[config.mk]
export PLATFORM = sky130hd
export DESIGN_NAME = msas_cell
export DESIGN_NICKNAME = d
export VERILOG_FILES = /design/src/msas_pkg.sv /design/src/msas_cell.sv
export SDC_FILE = /design/constraint.sdc
export NUM_CORES = 1
export LEC_CHECK = 0
export BUFFER_PORTS_ARGS = -buffer_cell sky130_fd_sc_hd__buf_4
export CAP_MARGIN = 5
export CELL_PAD_IN_SITES_DETAIL_PLACEMENT = 0
export CELL_PAD_IN_SITES_GLOBAL_PLACEMENT = 1
export CORE_MARGIN = 2
export CORE_UTILIZATION = 34
export CTS_BUF_LIST = sky130_fd_sc_hd__clkbuf_4
export DETAILED_ROUTE_END_ITERATION = 8
export PLACE_DENSITY_LB_ADDON = 0.1
export SLEW_MARGIN = 5
export SYNTH_ARGS = -nofsm -noshare
export SYNTH_HDL_FRONTEND = slang
export SYNTH_SLANG_ARGS = --single-unit
[constraint.sdc]
create_clock -name clk_i -period 6.3 [get_ports clk_i]
set_input_delay 0.945 -clock clk_i [delete_from_list [all_inputs] [get_ports clk_i]]
set_output_delay 0.945 -clock clk_i [all_outputs]
set_load 0.02 [all_outputs]
[src/msas_pkg.sv]
// Package for the minimal set antichain store: op and status codes, word and control types.
`timescale 1ns / 1ps

package msas_pkg;

  // Port field widths
  localparam int unsigned WORD_BITS    = 64;
  localparam int unsigned REMOVED_BITS = 7;

  typedef enum logic [1:0] {
    OP_ADD     = 2'd0,
    OP_ASK_SUB = 2'd1,
    OP_ASK_SUP = 2'd2,
    OP_DUMP    = 2'd3
  } op_e;

  typedef enum logic [1:0] {
    ST_INSERTED = 2'd0,
    ST_REJECTED = 2'd1,
    ST_FULL     = 2'd2,
    ST_ANSWER   = 2'd3
  } status_e;

  typedef enum logic [2:0] {
    S_IDLE,
    S_EVAL,
    S_DECIDE,
    S_COMPACT,
    S_DUMP
  } state_e;

  typedef struct packed {
    op_e                  op;
    logic [WORD_BITS-1:0] set_value;
  } in_word_t;

  typedef struct packed {
    status_e                 status;
    logic                    found;
    logic [REMOVED_BITS-1:0] removed_count;
    logic [WORD_BITS-1:0]    held_set;
    logic                    store_empty;
    logic                    last;
  } out_word_t;

  // Commands broadcast to every cell of the chain
  typedef struct packed {
    logic eval;     // compare operand, latch hit flags
    logic compact;  // move one step toward a gap-free prefix
    logic rotate;   // shift held sets toward cell 0, head wraps to tail
    logic append;   // write operand into the selected cell
  } cell_ctrl_t;

endpackage

[src/msas_cell.sv]
// One cell of the store chain: holds one set, its compare flags and its keep mark.
`timescale 1ns / 1ps

module msas_cell import msas_pkg::*; #(
  parameter int unsigned SET_BITS = 64
) (
  input  logic                clk_i,
  input  logic                rst_ni,
  input  cell_ctrl_t          ctrl_i,
  input  logic [SET_BITS-1:0] operand_i,
  input  logic                occupied_i,
  input  logic                append_here_i,
  input  logic                is_tail_i,
  input  logic [SET_BITS-1:0] right_data_i,
  input  logic                right_keep_i,
  input  logic                left_keep_i,
  input  logic [SET_BITS-1:0] wrap_data_i,
  output logic [SET_BITS-1:0] data_o,
  output logic                keep_o,
  output logic                sub_hit_o,
  output logic                sup_hit_o
);

  logic [SET_BITS-1:0] data_q, data_d;
  logic                keep_q, keep_d;
  logic                sub_q, sub_d;
  logic                sup_q, sup_d;
  logic                held_in_op;
  logic                op_in_held;

  // Containment tests against the broadcast operand
  assign held_in_op = ((data_q & operand_i) == data_q);
  assign op_in_held = ((data_q & operand_i) == operand_i);

  // Next state of the cell
  always_comb begin
    data_d = data_q;
    keep_d = keep_q;
    sub_d  = sub_q;
    sup_d  = sup_q;
    if (ctrl_i.eval) begin
      sub_d  = occupied_i & held_in_op;
      sup_d  = occupied_i & op_in_held;
      keep_d = occupied_i & ~op_in_held;
    end
    // Gaps bubble toward the tail, kept sets move toward cell 0
    if (ctrl_i.compact) begin
      if (!keep_q) begin
        data_d = right_data_i;
        keep_d = right_keep_i;
      end else if (!left_keep_i) begin
        keep_d = 1'b0;
      end
    end
    if (ctrl_i.rotate) begin
      data_d = is_tail_i ? wrap_data_i : right_data_i;
    end
    if (ctrl_i.append && append_here_i) begin
      data_d = operand_i;
    end
  end

  // Flags
  always_ff @(posedge clk_i or negedge rst_ni) begin
    if (!rst_ni) begin
      keep_q <= 1'b0;
      sub_q  <= 1'b0;
      sup_q  <= 1'b0;
    end else begin
      keep_q <= keep_d;
      sub_q  <= sub_d;
      sup_q  <= sup_d;
    end
  end

  // Held set, no reset
  always_ff @(posedge clk_i) begin
    data_q <= data_d;
  end

  assign data_o    = data_q;
  assign keep_o    = keep_q;
  assign sub_hit_o = sub_q;
  assign sup_hit_o = sup_q;

endmodule

==> results_dict.tcl, run 1 <==
set metrics [dict create \
    cts_tree "yes" \
    p_seq_share_pct 46.5 \
    core_um2 12600 \
    p_leak_nw 3.26 \
    final_cell_mix "buf_4 (272), nand2_1 (65), mux2i_1 (64), o21ai_0 (64), edfxtp_1 (64)" \
    finalWorstSetupSlack_ps 3850 \
    syn_inst 460 \
    dieArea_um2 13800 \
    multiInputGateArea_um2 2140 \
    period_share_pct 38.8 \
    grt_max_degree 89 \
    vdd_drop_max_v 0.0000730 \
    rsz0062_at_grt "false" \
    synth_area_leaders "edfxtp_1 (44%), mux2i_1 (15%), o21ai_0 (7.3%), nor2b_1 (6.6%), nand2_1 (5.7%)" \
    drt_iter0_drc 201 \
    syn_area_um2 4380 \
    grt_pass1_vias 4541 \
    critPathMaxFanout 3 \
    slew_headroom_pct 35.5 \
    start_util_pct 34.7 \
    grt_pass1_wl_um 24800 \
    yosys_warnings 0 \
    finalHoldViolations 0 \
    seq_area_frac_synth_pct 45.6 \
    p_per_area_nw_per_um2 191 \
    wl_per_cell_um 17.8 \
    cts_root_buf "clkbuf_4" \
    synth_edf_count 64 \
    maxSlewViolCount 0 \
    dp.final_hpwl_um 13000 \
    ioPinCount 270 \
    cts_resized 0 \
    fin_crit_ps 2450 \
    postCtsHoldBufs 0 \
    crit_required_ps 6600 \
    combPwrFrac_pct 33.7 \
    vias 4407 \
    clkPwrFrac_pct 19.8 \
    ys_types 32 \
    drcViolationCount 0 \
    async_flop_share_pct 4.48 \
    syn_avg_cell_area_um2 9.53 \
    fmax_mhz 409 \
    start_kind "primary input" \
    routabilityCongestion 0.822 \
    die_x_um 118 \
    viasPerCell 4.90 \
    grt_overflow 0 \
    layout_commonest_cell "buf_4" \
    postCtsSetupBuffers 0 \
    reg2reg_slack_ps 4050 \
    timing_worst_slew_pin_value_ps 944 \
    swShare_pct 33.0 \
    totalWireLength_um 16100 \
    yosysTopAreaCell "edfxtp_1" \
    layout-drive-gt1-share_pct 41.1 \
    antenna_found_initial 0 \
    hold_class "primary input to asynchronous set/reset pin" \
    htree_num_levels 3 \
    intPower_mw 0.855 \
    antenna_cells 0 \
    maxCapViolations 0 \
    clock-sinks 67 \
    ys_ff_latch 67 \
    critPathArrivalTime_ps 2750 \
    nets 926 \
    area_growth_pct 52.5 \
    first_pass_iters 4 \
    die_h_um 118 \
    cts_buffers 9 \
    ant_nets 0 \
    endpoint_kind "flip-flop" \
    final.fill_count 1242 \
    syn-num-nets 663 \
    grt_use_total_pct 23.2 \
    clk_latency_ps 420 \
    regArea_um2 2000 \
    synth_top_area_share_pct 43.8 \
    fin_tns_setup_ps 0 \
    pre_cts_ws_ps 3320 \
    synth_ff_type "edfxtp_1" \
    io_buffers 269 \
    setup_viol 0 \
    num_rows 41 \
    switchingPower_mw 0.421 \
    clk_pin_slew_ps 120 \
    critical_path_class "primary input to flip-flop" \
    cts.path.max_buffers 2 \
    status "finished, final reports clean" \
    finClkSkew_ps 7.75 \
]
## through the flow
| stage | power [mW] | hold WS [ps] | area, um2 | instances | util [%] |
|---|---|---|---|---|---|
| floorplan | 0.792 | 616 | 4380 | 460 | - |
| finish | 1.28 | 289 | 6680 | 900 | 53.0 |
| global placement | 1.03 | 525 | 6580 | 884 | 52.1 |
| CTS | 1.29 | 262 | 6680 | 900 | 53.0 |
| global route | 1.35 | 247 | 6680 | 900 | 53.0 |
| detailed placement | 1.04 | 541 | 6580 | 884 | 52.1 |
## sequential cells by signal (all words and copies together) (netlist names)
name       flops
keep_o         1
sup_hit_o      1
sub_hit_o      1
data_o        64
## kinds of logic (layout without fill, tap and decap cells)
group	after synthesis	in the layout	synth area share, %
AOI/OAI and AO/OA	112	112	15.8
DFF	67	67	45.6
buffers and inverters	69	337	5.91
and+or+nand+nor	148	148	18.2
muxes	64	64	14.6
## power by group through the flow
stage | registers [mW] | clock network, mW | logic (mW)
after detailed placement | 0.603 | 0 | 0.435
after CTS | 0.593 | 0.260 | 0.436
final | 0.593 | 0.253 | 0.430
after global placement | 0.600 | 0 | 0.431
after floorplan | 0.660 | 0 | 0.132
after global routing | 0.601 | 0.281 | 0.464
## synth_stat cells, drive strengths merged (6+ instances only)
| library cell | instances |
|---|---|
| nand2 | 66 |
| edfxtp | 64 |
| mux2i | 64 |
| o21ai | 64 |
| inv | 49 |
| nor2b | 46 |
| clkbuf | 20 |
| o22ai | 19 |
| a2111oi | 14 |
| nand2b | 10 |
| nor4 | 6 |
| or2b | 6 |
## layer usage
metal,global-route usage (%),routed length (um),up-vias
met5,0,0,-
met4,7.53,348,0
met3,6.40,1190,23
met2,41.0,8210,190
met1,27.3,6310,2011
li1,-,-,2183
## worst paths after layout
kind	from	end	depth (start not counted)
max in group asynchronous	rst_ni	sub_hit_o	1
worst min register to register	sub_hit_o	sub_hit_o	2
min in group clk_i	sub_hit_o	sub_hit_o	2
worst min-delay path	rst_ni	keep_o	1
worst max-delay path	operand_i[7]	keep_o	6
worst max register to register	data_o[7]	keep_o	5
## layout make-up
class / instances / area share [%]
Timing Repair Buffer: 272 / 30.6
Clock inverter: 4 / 0.262
Multi-Input combinational cell: 324 / 32.0
Sequential cell: 67 / 29.9
Inverter: 49 / 2.75
Clock buffer: 12 / 1.35
Tap cell: 172 / 3.22
## worst max-delay path, cell delays in order
cell and delay (ps):
buf_4 120, and2b_2 180, a2111oi_0 460, or4b_1 490
nor4_2 420, o31ai_1 140
(Power assumes the default switching activity.)
==> inputs of run 2 (changes only) <==
CORE_UTILIZATION = 28   (was 34)
clock period = 2 ns   (was 6.3 ns; I/O delays follow)
==> run 2 against run 1 <==
Effect of this change: first-iteration DRC count fell by 34%; design area up 4.5%; final cell count increased by 6.3%; via count decreased by 0.36%; core utilization shrank 7.2 points; sequential cell count did not move; critical path depth fell by 1; wire length is 4.0% higher; count of clock-buffer cells in the layout shrank 2; sequential share of layout area is 1.3 points lower; register-to-register slack worse by 3900 ps; critical path type is now flip-flop to flip-flop.
==> results_dict.tcl, run 2 (synthesis results as in run 1) <==
set metrics [dict create \
    final_cell_mix "buf_4 (284), nand2_1 (65), mux2i_1 (64), o21ai_0 (64), edfxtp_1 (64)" \
    crit_path_cell_trace "nor2b_1 -> a2111oi_0 -> nand4_1 -> nor4_4 -> a31o_1" \
    slowest_stage "a2111oi_0" \
    timing_worst_slew_pin_value_ps 671 \
    final.fill_count 1504 \
    fin_crit_ps 1880 \
    pre_cts_ws_ps -303 \
    design_area_um2 6990 \
    slew_headroom_pct 54.1 \
    io_buffers 269 \
    reg2reg_slack_ps 120 \
    wl_per_cell_um 17.5 \
    antenna_found_initial 1 \
    rsz0062_at_grt "false" \
    worst-path-buf-inv 0 \
    grt_pass1_wl_um 23700 \
    critPathArrivalTime_ps 2270 \
    crit_required_ps 2390 \
    clock-sinks 67 \
    cts.path.max_buffers 2 \
    cts_tree "yes" \
    cts_root_buf "clkbuf_4" \
    wl_met1_um 6890 \
    worstRegToRegCells 5 \
    p_leak_nw 3.39 \
    critical_path.top_delay_family "compound AO/OA/AOI/OAI gates" \
    grt_pass1_vias 4324 \
    dp.final_hpwl_um 13900 \
    grt_overflow 0 \
    p_per_area_nw_per_um2 584 \
    maxSlewViolCount 0 \
    clk_latency_ps 440 \
    vias 4391 \
    setup_viol 0 \
    first_pass_iters 7 \
    drt_iter0_drc 132 \
    num_rows 45 \
    critical_path.startpoint "data_o[44]" \
    maxCapViolations 0 \
    nets 944 \
    htree_num_levels 3 \
    layout_commonest_cell "buf_4" \
    final_core_util_pct 45.8 \
    clk_pin_slew_ps 120 \
    vdd_drop_max_v 0.000202 \
    finClkSkew_ps 10.2 \
    critical_path_class "flip-flop to flip-flop" \
    met3WireLength_um 1240 \
    multiInputGateArea_um2 2200 \
    drcViolationCount 0 \
    regArea_um2 2000 \
    die_x_um 129 \
    status "finished, final reports clean" \
    area_growth_pct 59.4 \
    cts_buffers 9 \
    dr_wl_met2_um 8220 \
    ioPinCount 270 \
    placed_area_um2 6820 \
    core_um2 15300 \
    finalHoldViolations 0 \
    top_layer "met4" \
    start_kind "flip-flop" \
    die_h_um 129 \
    viasPerCell 4.59 \
    start_util_pct 28.7 \
    finalWorstSetupSlack_ps 120 \
    ant_nets 0 \
    endpoint_kind "flip-flop" \
    instances_no_fill 957 \
    r2r_start "data_o[44]" \
    hold_class "primary input to flip-flop" \
    dieArea_um2 16700 \
    dp_cells 940 \
    grt_max_degree 129 \
    layout-drive-gt1-share_pct 42.7 \
    period_share_pct 94.0 \
    totalWireLength_um 16700 \
    grt_use_total_pct 19.4 \
    routabilityCongestion 0.779 \
    critPathMaxFanout 3 \
    worst-path-stages 5 \
    fin_tns_setup_ps 0 \
    slowest_delay_ps 600 \
    fmax_mhz 532 \
    rr_endpoint "sup_hit_o" \
    largest_reg_flops 64 \
    cp-endpoint "sup_hit_o" \
]
[run 2: worst register-to-register path: stages, from the launching register on]
cell       delay [ps]
edfxtp_1          390
nor2b_1            80
a2111oi_0         600
nand4_1           240
nor4_4            340
a31o_1            180
[run 2: worst min-delay path by stage]
stage                     from        end  slack, ps  cells past startpoint
finish               ctrl_i[3]  sub_hit_o         90                      2
global route        occupied_i  sup_hit_o         70                      2
CTS                  ctrl_i[3]  sub_hit_o         50                      2
detailed placement      rst_ni     keep_o         90                      1
global placement        rst_ni     keep_o         90                      1
floorplan               rst_ni     keep_o          4                      0
[run 2: cell type report]
| cell class | count | area share [%] |
|---|---|---|
| multi-input cells | 324 | 31.5 |
| clock inverters | 5 | 0.304 |
| well taps | 211 | 3.78 |
| flip-flops and latches | 67 | 28.6 |
| clock buffers | 10 | 1.07 |
| inverters | 49 | 2.63 |
| diodes | 1 | 0.0358 |
| repair buffers | 290 | 32.1 |
[run 2: per-stage QoR]
stage,hold WS (ps),power [mW]
after floorplan,4.41,2.49
after global placement,91.2,3.33
after detailed placement,92.5,3.35
after CTS,49.9,4.12
after global routing,70.4,4.30
final,86.9,4.08
[run 2: power by group]
group	internal, mW	total, mW	switching (mW)	leakage (nW)
Combinational	0.727	1.46	0.732	2.63
Sequential	1.74	1.86	0.116	0.701
Clock	0.247	0.760	0.513	0.0585
[run 2: repair_timing]
item                       in CTS  in global routing
setup endpoints to repair       2                  2
setup buffers                   0                  1
pin swaps                       1                  0
resized for setup               8                  5
hold buffers                    1                  0
hold endpoints to repair        3                  0
[run 2: per-layer routing]
layer / global-route usage [%] / up-vias
met5: 0 / -
met4: 7.48 / 0
met3: 5.45 / 20
met2: 33.2 / 174
met1: 23.3 / 1978
li1: - / 2219
==> inputs of run 3 (changes only) <==
RECOVER_POWER = 100   (was not set)
==> run 3 against run 2 <==
Effect of this change: clock power hardly changed; setup slack improved by 12 ps; maximum frequency is 0.64% higher; sequential cell count unchanged; clock skew is 1.4 ps lower; wire length increased by 0.32%; core utilization decreased by 1.9 points; first-iteration DRC count is 17% higher; global-route usage is the same; critical path type unchanged; critical endpoint unchanged; largest power group unchanged; highest routed layer unchanged.
==> results_dict.tcl, run 3 (synthesis results as in run 1) <==
set metrics [dict create \
    critPathArrivalTime_ps 2260 \
    area_growth_pct 52.9 \
    first_pass_iters 4 \
    die_h_um 129 \
    final_cell_mix "buf_4 (215), clkbuf_1 (66), nand2_1 (65)" \
    cts_tree "yes" \
    clock-sinks 67 \
    fmax_mhz 535 \
    dp_cells 940 \
    slew_headroom_pct 20.7 \
    clkPwrFrac_pct 19.2 \
    wl_per_cell_um 17.5 \
    layout_commonest_cell "buf_4" \
    r2r_start "data_o[5]" \
    p_leak_nw 3.13 \
    core_um2 15300 \
    ioPinCount 270 \
    finClkSkew_ps 8.83 \
    nets 944 \
    viasPerCell 4.59 \
    layout-drive-gt1-share_pct 33.8 \
    clk_latency_ps 440 \
    maxSlewViolCount 0 \
    holdPathEnd "sub_hit_o" \
    reg2reg_slack_ps 130 \
    timing_worst_slew_pin_value_ps 1190 \
    vdd_drop_max_v 0.000201 \
    htree_num_levels 3 \
    p_per_area_nw_per_um2 587 \
    dieArea_um2 16700 \
    die_x_um 129 \
    critical_path_class "flip-flop to flip-flop" \
    worstRegToRegCells 6 \
    ant_nets 0 \
    io_buffers 269 \
    grt_overflow 0 \
    num_rows 45 \
    grt_pass1_wl_um 23700 \
    start_util_pct 28.7 \
    cts_root_buf "clkbuf_4" \
    clk_pin_slew_ps 110 \
    critPathMaxFanout 2 \
    finalWorstSetupSlack_ps 132 \
    routabilityCongestion 0.779 \
    switchingPower_mw 1.35 \
    p_seq_share_pct 47.2 \
    grt_use_total_pct 19.4 \
    vias 4388 \
    finalHoldViolations 0 \
    hold_class "primary input to flip-flop" \
    period_share_pct 93.4 \
    grt_max_degree 129 \
    cts.path.max_buffers 2 \
    cts_buffers 9 \
    min-delay-start "ctrl_i[3]" \
    drt_iter0_drc 154 \
    start_kind "flip-flop" \
    fin_crit_ps 1870 \
    rr_endpoint "sup_hit_o" \
    largest_reg_flops 64 \
    rsz0062_at_grt "false" \
    grt_pass1_vias 4324 \
    combPwrFrac_pct 33.6 \
    intPower_mw 2.59 \
    dp.final_hpwl_um 13900 \
    hold_depth 2 \
    maxCapViolations 0 \
    antenna_found_initial 1 \
    totalWireLength_um 16800 \
    timing.hold.ws_ps 88.5 \
    swShare_pct 34.3 \
    setup_viol 0 \
    final.fill_count 1563 \
    pre_cts_ws_ps -303 \
    instances_no_fill 957 \
    endpoint_kind "flip-flop" \
    drcViolationCount 0 \
    status "finished, final reports clean" \
    crit_required_ps 2390 \
]
==> run 3: cell types whose count changed in the layout (fill, tap and decap cells not counted), sizes merged <==
cell,change
buf,-72
clkbuf,+72
==> run 3: layout make-up <==
type | instances | area [um2] | area share [%]
well taps | 211 | 264 | 3.94
clock inverters | 5 | 21.3 | 0.317
multi-input cells | 324 | 2200 | 32.9
flip-flops and latches | 67 | 2000 | 29.8
repair buffers | 290 | 1960 | 29.2
inverters | 49 | 184 | 2.74
diodes | 1 | 2.50 | 0.0373
clock buffers | 10 | 75.1 | 1.12
==> run 3: through the flow <==
step / area, um2 / TNS (ps) / total power, mW / utilization, %
detailed placement: 6820 / -603 / 3.35 / 44.7
finish: 6700 / 0 / 3.94 / 43.9
CTS: 6960 / 0 / 4.12 / 45.6
floorplan: 4390 / 0 / 2.49 / -
global placement: 6820 / -765 / 3.33 / 44.7
global route: 6700 / 0 / 4.16 / 43.9
==> run 3: critical path, cell delays in order, from the launching register on <==
cell and delay (ps):
edfxtp_1 380, inv_1 80, a2111oi_0 530, buf_4 200
nand4_1 120, nor4_4 330, a31o_1 180
==> run 3: worst max path at each step <==
stage                             start        end  slack [ps]  cells after the start
after floorplan               data_o[7]     keep_o          30                      5
after global placement    operand_i[22]     keep_o        -390                      7
after detailed placement  operand_i[22]     keep_o        -300                      7
after CTS                     data_o[2]  sup_hit_o          40                      6
after global routing          data_o[5]  sup_hit_o          20                      6
final                         data_o[5]  sup_hit_o         130                      6
==> run 3: power groups by stage <==
stage,sequential (mW),combinational (mW),clock (mW)
3_5_place_dp,1.89,1.46,0
2_1_floorplan,2.07,0.418,0
3_3_place_gp,1.89,1.45,0
5_1_grt,1.88,1.44,0.835
4_1_cts,1.86,1.48,0.783
6_report,1.86,1.32,0.757
==> run 3: layer usage <==
metal | GRT usage (%) | vias to the layer above | routed length [um]
met5 | 0 | - | 0
met4 | 7.48 | 0 | 329
met3 | 5.45 | 21 | 1240
met2 | 33.2 | 169 | 8220
met1 | 23.3 | 1975 | 6960
li1 | - | 2223 | -
==> run 3: timing repair <==
action,4_1_cts,5_1_grt
pin swaps,1,0
endpoints found under the setup margin,2,2
endpoints found under the hold margin,3,0
hold buffers,1,0
gates cloned,0,0
buffers inserted,0,1
resized for setup,8,5
